File: config.mk
export PLATFORM = sky130hd
export DESIGN_NAME = ipv4_header_verify
export DESIGN_NICKNAME = d
export VERILOG_FILES = /design/src/rtl/ipv4hv_pkg.sv /design/src/rtl/ipv4_header_verify.sv
export SDC_FILE = /design/constraint.sdc
export NUM_CORES = 1
export LEC_CHECK = 0
export ABC_AREA = 1
export BUFFER_PORTS_ARGS = -buffer_cell sky130_fd_sc_hd__buf_4
export CORE_MARGIN = 5
export CORE_UTILIZATION = 25
export DETAILED_ROUTE_END_ITERATION = 8
export HOLD_SLACK_MARGIN = 0.08
export MAX_ROUTING_LAYER = met4
export PLACE_DENSITY_LB_ADDON = 0.05
export SLEW_MARGIN = 25
export SYNTH_ARGS = -nofsm -noshare
export SYNTH_HDL_FRONTEND = slang
export SYNTH_SLANG_ARGS = --single-unit
File: constraint.sdc
create_clock -name i_clk -period 3.3 [get_ports i_clk]
set_input_delay 0.66 -clock i_clk [delete_from_list [all_inputs] [get_ports i_clk]]
set_output_delay 0.66 -clock i_clk [all_outputs]
set_load 0.05 [all_outputs]
File: src/rtl/ipv4hv_pkg.sv
// Package for the IPv4 header verifier: header geometry, expected first byte
// and the result status codes. No dependencies.
package ipv4hv_pkg;

    localparam int unsigned HEADER_BYTES = 20;
    localparam int unsigned COUNT_W      = 16;
    localparam int unsigned SUM_W        = 16;

    localparam logic [7:0]         FIRST_BYTE_EXPECTED = 8'h45;
    localparam logic [SUM_W-1:0]   ONES_NEG_ZERO       = 16'hffff;
    localparam logic [COUNT_W-1:0] COUNT_MAX           = 16'hffff;

    typedef enum logic [2:0] {
        ST_OK           = 3'd0,
        ST_TOO_SHORT    = 3'd1,
        ST_BAD_FIRST    = 3'd2,
        ST_LEN_MISMATCH = 3'd3,
        ST_BAD_SUM      = 3'd4
    } t_status;

    // Packed so that status sits in the low bits of the output tdata.
    typedef struct packed {
        logic [SUM_W-1:0] header_sum;
        t_status          status;
    } t_result;

    localparam int unsigned RESULT_W = $bits(t_result);
    localparam int unsigned OUT_DATA_W = ((RESULT_W + 7) / 8) * 8;

    // Ones' complement add with end-around carry; 0xffff stays negative zero.
    function automatic logic [SUM_W-1:0] ones_add(input logic [SUM_W-1:0] a,
                                                  input logic [SUM_W-1:0] b);
        logic [SUM_W:0] s;
        s = {1'b0, a} + {1'b0, b};
        return s[SUM_W] ? (s[SUM_W-1:0] + 1'b1) : s[SUM_W-1:0];
    endfunction

endpackage

File: src/rtl/ipv4_header_verify.sv
// IPv4 header verifier top level: byte-serial header checks and checksum.
// Depends on ipv4hv_pkg.
//
// The block takes one packet byte per cycle on the slave stream, unless input
// is held off, with tlast on the final byte, and emits one result per packet on
// the master stream. Per-byte state (count, first byte, length field, running
// ones' complement sum) is updated as each byte is accepted, and the verdict
// is formed in the same cycle as the last byte, then registered into the output
// register, or into the skid slot while that register holds a result. The skid
// slot lets bytes keep flowing while a result waits; input is held off only when
// both the output register and the skid slot hold undelivered results.
module ipv4_header_verify (
    input  logic                                i_clk,
    input  logic                                i_rst_n,
    input  logic                                i_s_axis_tvalid,
    output logic                                o_s_axis_tready,
    input  logic [7:0]                          i_s_axis_tdata,  // [7:0] in_byte
    input  logic                                i_s_axis_tlast,  // last_byte
    output logic                                o_m_axis_tvalid,
    input  logic                                i_m_axis_tready,
    // [2:0] status, [18:3] header_sum, [23:19] zero
    output logic [ipv4hv_pkg::OUT_DATA_W-1:0]   o_m_axis_tdata
);
    import ipv4hv_pkg::*;

    logic [COUNT_W-1:0] r_byte_count, n_byte_count;
    logic               r_count_ovf,  n_count_ovf;
    logic [SUM_W-1:0]   r_sum,        n_sum;
    logic [7:0]         r_high_hold,  n_high_hold;
    logic [7:0]         r_first,      n_first;
    logic [15:0]        r_len,        n_len;

    t_result r_out, r_skid, n_result;
    logic    r_out_valid, r_skid_valid;

    logic    s_acc, push, pop;
    logic [SUM_W-1:0] sum_c;

    assign o_s_axis_tready = !r_skid_valid;
    assign s_acc           = i_s_axis_tvalid && o_s_axis_tready;
    assign push            = s_acc && i_s_axis_tlast;
    assign pop             = r_out_valid && i_m_axis_tready;

    always_comb begin
        n_first      = r_first;
        n_len        = r_len;
        n_high_hold  = r_high_hold;
        n_sum        = r_sum;
        n_count_ovf  = r_count_ovf;
        n_byte_count = r_byte_count;

        if (r_byte_count == '0) begin
            n_first = i_s_axis_tdata;
        end else if (r_byte_count == COUNT_W'(2)) begin
            n_len[15:8] = i_s_axis_tdata;
        end else if (r_byte_count == COUNT_W'(3)) begin
            n_len[7:0] = i_s_axis_tdata;
        end

        if (r_byte_count < COUNT_W'(HEADER_BYTES)) begin
            if (!r_byte_count[0]) begin
                n_high_hold = i_s_axis_tdata;
            end else begin
                n_sum = ones_add(r_sum, {r_high_hold, i_s_axis_tdata});
            end
        end

        if (r_byte_count == COUNT_MAX) begin
            n_count_ovf = 1'b1;
        end else begin
            n_byte_count = r_byte_count + 1'b1;
        end

        sum_c = ~n_sum;
        n_result.header_sum = sum_c;
        if (n_byte_count < COUNT_W'(HEADER_BYTES)) begin
            n_result.status = ST_TOO_SHORT;
        end else if (n_first != FIRST_BYTE_EXPECTED) begin
            n_result.status = ST_BAD_FIRST;
        end else if (n_count_ovf || (n_len != n_byte_count)) begin
            n_result.status = ST_LEN_MISMATCH;
        end else if ((sum_c != '0) && (sum_c != ONES_NEG_ZERO)) begin
            n_result.status = ST_BAD_SUM;
        end else begin
            n_result.status = ST_OK;
        end
    end

    // Per-packet state; cleared after each last byte.
    always_ff @(posedge i_clk) begin
        if (!i_rst_n) begin
            r_byte_count <= '0;
            r_count_ovf  <= 1'b0;
            r_sum        <= '0;
            r_high_hold  <= '0;
            r_first      <= '0;
            r_len        <= '0;
        end else if (s_acc) begin
            if (i_s_axis_tlast) begin
                r_byte_count <= '0;
                r_count_ovf  <= 1'b0;
                r_sum        <= '0;
                r_high_hold  <= '0;
                r_first      <= '0;
                r_len        <= '0;
            end else begin
                r_byte_count <= n_byte_count;
                r_count_ovf  <= n_count_ovf;
                r_sum        <= n_sum;
                r_high_hold  <= n_high_hold;
                r_first      <= n_first;
                r_len        <= n_len;
            end
        end
    end

    // Output register with a one-entry skid slot behind it.
    always_ff @(posedge i_clk) begin
        if (!i_rst_n) begin
            r_out_valid  <= 1'b0;
            r_skid_valid <= 1'b0;
        end else if (r_skid_valid) begin
            if (pop) begin
                r_skid_valid <= 1'b0;
            end
        end else if (push) begin
            if (r_out_valid && !pop) begin
                r_skid_valid <= 1'b1;
            end else begin
                r_out_valid <= 1'b1;
            end
        end else if (pop) begin
            r_out_valid <= 1'b0;
        end
    end

    always_ff @(posedge i_clk) begin
        if (r_skid_valid) begin
            if (pop) begin
                r_out <= r_skid;
            end
        end else if (push) begin
            if (r_out_valid && !pop) begin
                r_skid <= n_result;
            end else begin
                r_out <= n_result;
            end
        end
    end

    assign o_m_axis_tvalid = r_out_valid;
    assign o_m_axis_tdata  = OUT_DATA_W'(r_out);

    // The skid slot only fills behind a held result.
    a_skid_behind_out: assert property (@(posedge i_clk) disable iff (!i_rst_n)
        r_skid_valid |-> r_out_valid)
        else $error("skid slot holds a result while output register is empty");

    // A packet's state is cleared in the cycle after its last byte is accepted.
    a_clear_after_last: assert property (@(posedge i_clk) disable iff (!i_rst_n)
        push |=> (r_byte_count == '0) && !r_count_ovf && (r_sum == '0))
        else $error("packet state not cleared after last byte");

    // Overflow is only flagged once the byte counter has saturated.
    a_ovf_saturated: assert property (@(posedge i_clk) disable iff (!i_rst_n)
        r_count_ovf |-> (r_byte_count == COUNT_MAX))
        else $error("count overflow set without saturated counter");

    // A passing verdict always carries a zero or negative-zero checksum complement.
    a_ok_sum: assert property (@(posedge i_clk) disable iff (!i_rst_n)
        (r_out_valid && (r_out.status == ST_OK)) |->
            ((r_out.header_sum == '0) || (r_out.header_sum == ONES_NEG_ZERO)))
        else $error("ok status with nonzero header sum");

endmodule

### Word level (Yosys, flattened, before mapping)

Index checks and enable logic that the tools add are counted.

| cells by class | value |
|---|---|
| eq/ne operators | 10 |
| add/subtract/negate cells | 3 |
| bitwise gates (word level) | 2 |
| mux-type cells | 33 |
| magnitude comparators | 2 |
| reduce and logical (&&, ||, !) cells | 17 |

Operators by type and width:

| cell | number |
|---|---|
| 2-to-1 mux 16 bit | 8 |
| 2-to-1 mux 19 bit | 4 |
| 2-to-1 mux 8 bit | 8 |
| adder 16 x 1 -> 16 bit (second input constant) | 2 |
| equality test 16 x 2 -> 1 bit (second input constant) | 2 |
| < comparator 16 x 5 -> 1 bit (second input constant) | 2 |
| adder 16 x 16 -> 17 bit | 1 |
| equality test 16 bit (second input constant) | 1 |
| logical NOT 16 bit | 1 |
| inequality test 16 bit | 1 |
| inequality test 16 bit (second input constant) | 1 |
| inverter 16 bit | 1 |
| nonzero test 16 bit | 1 |
| 2-to-1 mux 3 bit | 4 |
| AND reduction 3 bit | 4 |
| 2-to-1 mux 1 bit | 9 |
| inequality test 8 x 7 -> 1 bit (second input constant) | 1 |
| inequality test 2 bit (second input constant) | 3 |
| nonzero test 2 bit | 3 |
| logical AND 1 bit | 5 |
| logical NOT 1 bit | 2 |
| inequality test 2 x 1 -> 1 bit (second input constant) | 1 |
| logical OR 1 bit | 1 |
| inverter 1 bit | 1 |

| word-level totals | value |
|---|---|
| output and inout port bits | 26 |
| input port bits | 13 |
| register bits | 105 |
| word-level logic and storage cells | 79 |

### Longest topological paths before layout

| depth | value |
|---|---|
| depth in word-level cells | 15 |
| gate-level depth with buffers | 22 |
| depth with buffers taken out | 21 |

### Worst setup path before layout

Ideal clock, no wire load.

| path | value |
|---|---|
| kind | input to register |
| start | input i_s_axis_tdata[0] |
| end | register r_out, in the netlist o_m_axis_tdata[2], data pin |
| path buffers | 0 |
| stages | 18 |
| data arrival time | 2910 ps |
| path slack | 119 ps |
| library setup time | 271 ps |
| path through | ha_1 > fa_1 > ha_1 > inv_1 > nor2_1 > nand3_1 > nor2_1 > nand2_1 > nor2_1 > nand3_1 > nand2_1 > nand2_1 > a21oi_1 > nand2_1 > nor2_1 > nand3_1 > nand3_1 > a21oi_1 |

| on the way | value |
|---|---|
| word-level cells in the longest chain between the ends | 15 |

RTL lines:

| what | RTL line | source |
|---|---|---|
| start: declaration | ipv4_header_verify.sv:17 | `input logic [7:0] i_s_axis_tdata,` |
| adder 16 x 16 -> 17 bit | ipv4hv_pkg.sv:34 | `s = {1'b0, a} + {1'b0, b};` |
| adder 16 x 1 -> 16 bit | ipv4hv_pkg.sv:35 | `return s[SUM_W] ? (s[SUM_W-1:0] + 1'b1) : s[SUM_W-1:0];` |
| 2-to-1 mux 16 bit | ipv4hv_pkg.sv:35 |  |
| 2-to-1 mux 16 bit | ipv4_header_verify.sv:61 | `if (!r_byte_count[0]) begin` |
| 2-to-1 mux 16 bit | ipv4_header_verify.sv:60 | `if (r_byte_count < COUNT_W'(HEADER_BYTES)) begin` |
| inverter 16 bit | ipv4_header_verify.sv:74 | `sum_c = ~n_sum;` |
| inequality test 16 bit / nonzero test 16 bit (equally long branches) | ipv4_header_verify.sv:82 | `end else if ((sum_c != '0) && (sum_c != ONES_NEG_ZERO)) begin` |
| logical AND 1 bit | ipv4_header_verify.sv:82 |  |
| 2-to-1 mux 3 bit | ipv4_header_verify.sv:82 |  |
| 2-to-1 mux 3 bit | ipv4_header_verify.sv:80 | `end else if (n_count_ovf \|\| (n_len != n_byte_count)) begin` |
| 2-to-1 mux 3 bit (*) | ipv4_header_verify.sv:78 | `end else if (n_first != FIRST_BYTE_EXPECTED) begin` |
| 2-to-1 mux 3 bit (*) | ipv4_header_verify.sv:76 | `if (n_byte_count < COUNT_W'(HEADER_BYTES)) begin` |
| 2-to-1 mux 19 bit (*) | ipv4_header_verify.sv:143 | `if (r_out_valid && !pop) begin` |
| 2-to-1 mux 19 bit (*) | ipv4_header_verify.sv:142 | `end else if (push) begin` |
| 2-to-1 mux 19 bit (*) | ipv4_header_verify.sv:138 | `if (r_skid_valid) begin` |
| end signal: assignment | ipv4_header_verify.sv:140 | `r_out <= r_skid;` |
| end signal: assignment | ipv4_header_verify.sv:146 | `r_out <= n_result;` |
| end: declaration | ipv4_header_verify.sv:33 | `t_result r_out, r_skid, n_result;` |

Every way passes the cells marked *; elsewhere a longest branch is shown, timed or not. The select of a mux whose other input is x is not followed.
A chain may end at the register's enable or synchronous reset.

==> results.md <==
- Initial antenna violation count: 1
- Critical path launch point type: input pin
- Rel. slew slack: 57.60%
- Critical R2R Capture: r_skid[2]$_DFFE_PP_
- Final Util: about a third
- Fmax: ~0.32 GHz
- R2r setup slk: 0.23 ns
- Multi-input logic area: ~4300 um2
- Largest area contributor in the netlist: nand2_1
- Filler cells: roughly 3.3k
- CTS max path bufs: 2
- Setup violations, final: 0
- Final nets: 1,367
- CP Launch Point: i_s_axis_tdata[0]
- Floorplan Core Area: about 30,000 um2
- DR WL/cell: between 15 and 20 um
- Post-detail-place hpwl: roughly 21 mm
- Setup tns final: 0 ns
- Final global-route overflow total: 0
- Hold Fails Final Rpt: 0
- Layout Skew: 0.007488 ns
- Critical path data arrival time: between 3 and 4 ns
- Syn avg cell area: 6.217 um2
- Cell count of the worst reg-to-reg path: 17
- Initial core utilization: about a quarter
- Synth warn: 0
- Critical Path End: r_skid[2]$_DFFE_PP_
- Pwr dens: 331.2 nW/um2
- Status: finished, final reports clean
- Post-synth top area share: around a quarter
- Crit path max fanout: 4
- Worst-margin pin slew: roughly 0.64 ns
- Die Span Y: between 150 and 200 um
- Detailed Route WL: about 26 mm
- Final period utilization: about 94%
- #FFs+latches synth: about 110
- I/O Pins: 39
- Asr flop ratio synth: 0%
- Flip-flop and latch area: around 2500 um2
- Root Driver: clkbuf_16
- Most used DFF post-synth: dfxtp_1
- Worst Hold Class: reg2reg
- Later-pin clock latency in the skew report: 0.36 ns
- Netlist Area Pre-Place: approximately 7400 um2
- Worst setup EP type: flip-flop
- Most numerous cell in the Yosys netlist: nand2_1
- Global-route wire length before repair: approximately 42 mm
- Via density: ~4.4
- Total GRT Usage: between 10% and 20%
- Met2 routed WL: 13.45 mm
- Highest Signal Layer: met4
- Max Slew Vio Count: 0
- CTS tree: yes
- Proportion of layout cells with a drive suffix above 1: between 10% and 20%
- CTS H-tree lvls: 3
- DRC errors left: 0
- DR pass1 iterations: 5
- RePlAce Congestion: between 0.8 and 0.9
- Sequential-to-total area share from yosys stat: 33.50%
- Yosys cell types: 45
- Static Leak: about 4.3 nW
- DR vias: between 7k and 8k
- Routed wl met3: between 600 and 700 um
- Reg-to-Reg Start: r_byte_count[0]$_SDFFE_PN0P_
- Rows: 63
- # hold bufs at CTS: 0
- Most common library cells after synthesis: 467 x nand2_1, 148 x inv_1, 94 x nand3_1
- Period minus WS final: ~3.1 ns
- Post-synth EDFFs: 38
- Required @ worst endpoint: between 3 and 4 ns
- Dpl cells: 1,710
- Clock transition at path regs: ~0.070 ns
- Num CTS Buffers: 9
- Final hold slack: between 0.4 and 0.5 ns
- Total Power: 3.117 mW
- Die width: about 180 um
- Initial DRC count: 375
- Max-Cap Viols: 0
- Port-buffer cells: 33
- Die area: ~33,000 um2
- Syn-to-layout area delta: 26.98%
- Post-route ant nets: 0
- Worst vdd ir: roughly 0.23 mV
- Crit Path Class: in2reg
- Synth Instances: roughly 1.2k
- Non-filler cells, final: ~1.7k
- M1 wire length: approximately 12 mm
- Pin count of the biggest net entering global routing: 35
- Vias in the first global route: 7,606
- Area contributors post-synth: nand2_1 24%, dfxtp_1 18%, edfxtp_1 15%
- Clk sinks: 105
cell families after synthesis:
group                    synth area share [%]
buffers and inverters                   10.15
other                                 0.05060
XOR/XNOR                                1.165
flip-flops                              33.50
AND/OR/NAND/NOR                         41.35
adder cells (fa/ha/maj)                 3.647
AO/OA/AOI/OAI                           10.15
per-layer routing:
metal	track usage [%]	vias to the layer above
met3	2.432	24
met5	-	-
li1	-	4067
met1	19.28	3472
met4	3.843	0
met2	29.21	84
layout by cell type (no fill, tap or decap), types with 9 or more instances in the layout:
master     synthesis  final
dfxtp_1           67     66
nor2_1            85     73
a21oi_1           89     86
nand3_1           94     91
ha_1              20     19
nand2_2            5     12
or2_2             11     11
nand2_1          467    460
clkbuf_16          0      9
inv_1            148    146
edfxtp_1          38     38
nor2_2             7     14
nor3_1            13     12
nand4_1           24     24
buf_4              6    159
o21ai_0           34     33
critical path, cell delays in order:
cell and delay (ns):
buf_4 0.11, ha_2 0.19, fa_2 0.56, nand2_1 0.07
nor2_2 0.12, nand3_1 0.13, nor2_4 0.17, nand4_1 0.17
nor2_2 0.16, nand2_1 0.06, nand2_1 0.05, nand3_1 0.06
nand2_1 0.17, inv_1 0.10, nor3_1 0.17, nand3_1 0.10
nor2_1 0.10, nor2_1 0.05
final cells by class:
class                           instances  share of cell area [%]
Clock buffer                           12                   2.832
Antenna cell                            1                 0.02659
Tap cell                              390                   5.185
Inverter                              158                   6.302
Sequential cell                       105                   26.39
Timing Repair Buffer                  159                   12.68
Multi-Input combinational cell        900                   45.90
Clock inverter                          4                  0.6781
power by group:
group / leakage [nW] / internal (mW) / switching [mW]
registers: 0.856 / 1.37 / 0.0146
clock network: 0.169 / 0.693 / 0.511
logic: 3.28 / 0.196 / 0.336
timing repair:
action / 4_1_cts / 5_1_grt
resized for setup: 0 / 34
hold endpoints to repair: 0 / 0
buffers inserted: 0 / 1
endpoints found under the setup margin: 0 / 7
how the worst min path moves through the flow:
stage                            start                 endpoint  slack [ns]  cells past startpoint
2_1_floorplan  r_first[0]$_SDFFE_PN0P_  r_first[0]$_SDFFE_PN0P_        0.44                      2
3_3_place_gp    r_len[11]$_SDFFE_PN0P_   r_len[11]$_SDFFE_PN0P_        0.45                      2
3_5_place_dp     r_len[8]$_SDFFE_PN0P_    r_len[8]$_SDFFE_PN0P_        0.46                      2
4_1_cts          r_len[8]$_SDFFE_PN0P_    r_len[8]$_SDFFE_PN0P_        0.47                      2
5_1_grt        r_first[0]$_SDFFE_PN0P_  r_first[0]$_SDFFE_PN0P_        0.48                      2
6_report        r_len[14]$_SDFFE_PN0P_   r_len[14]$_SDFFE_PN0P_        0.47                      2
sequential cells by signal (all words and copies together) (netlist names):
register,flops
r_len,16
o_m_axis_tvalid,1
o_m_axis_tdata,19
r_count_ovf,1
r_sum,16
r_skid,19
r_first,8
r_byte_count,16
r_skid_valid,1
r_high_hold,8
stage by stage:
stage / instance area, um2 / setup WS (ns)
6_report: 9410 / 0.2096
3_3_place_gp: 8956 / -0.2547
2_1_floorplan: 7426 / 0.1190
4_1_cts: 9286 / 0.06376
3_5_place_dp: 8956 / -0.3234
5_1_grt: 9410 / -0.001467
Note: power is estimated with default switching activity, not from simulation.
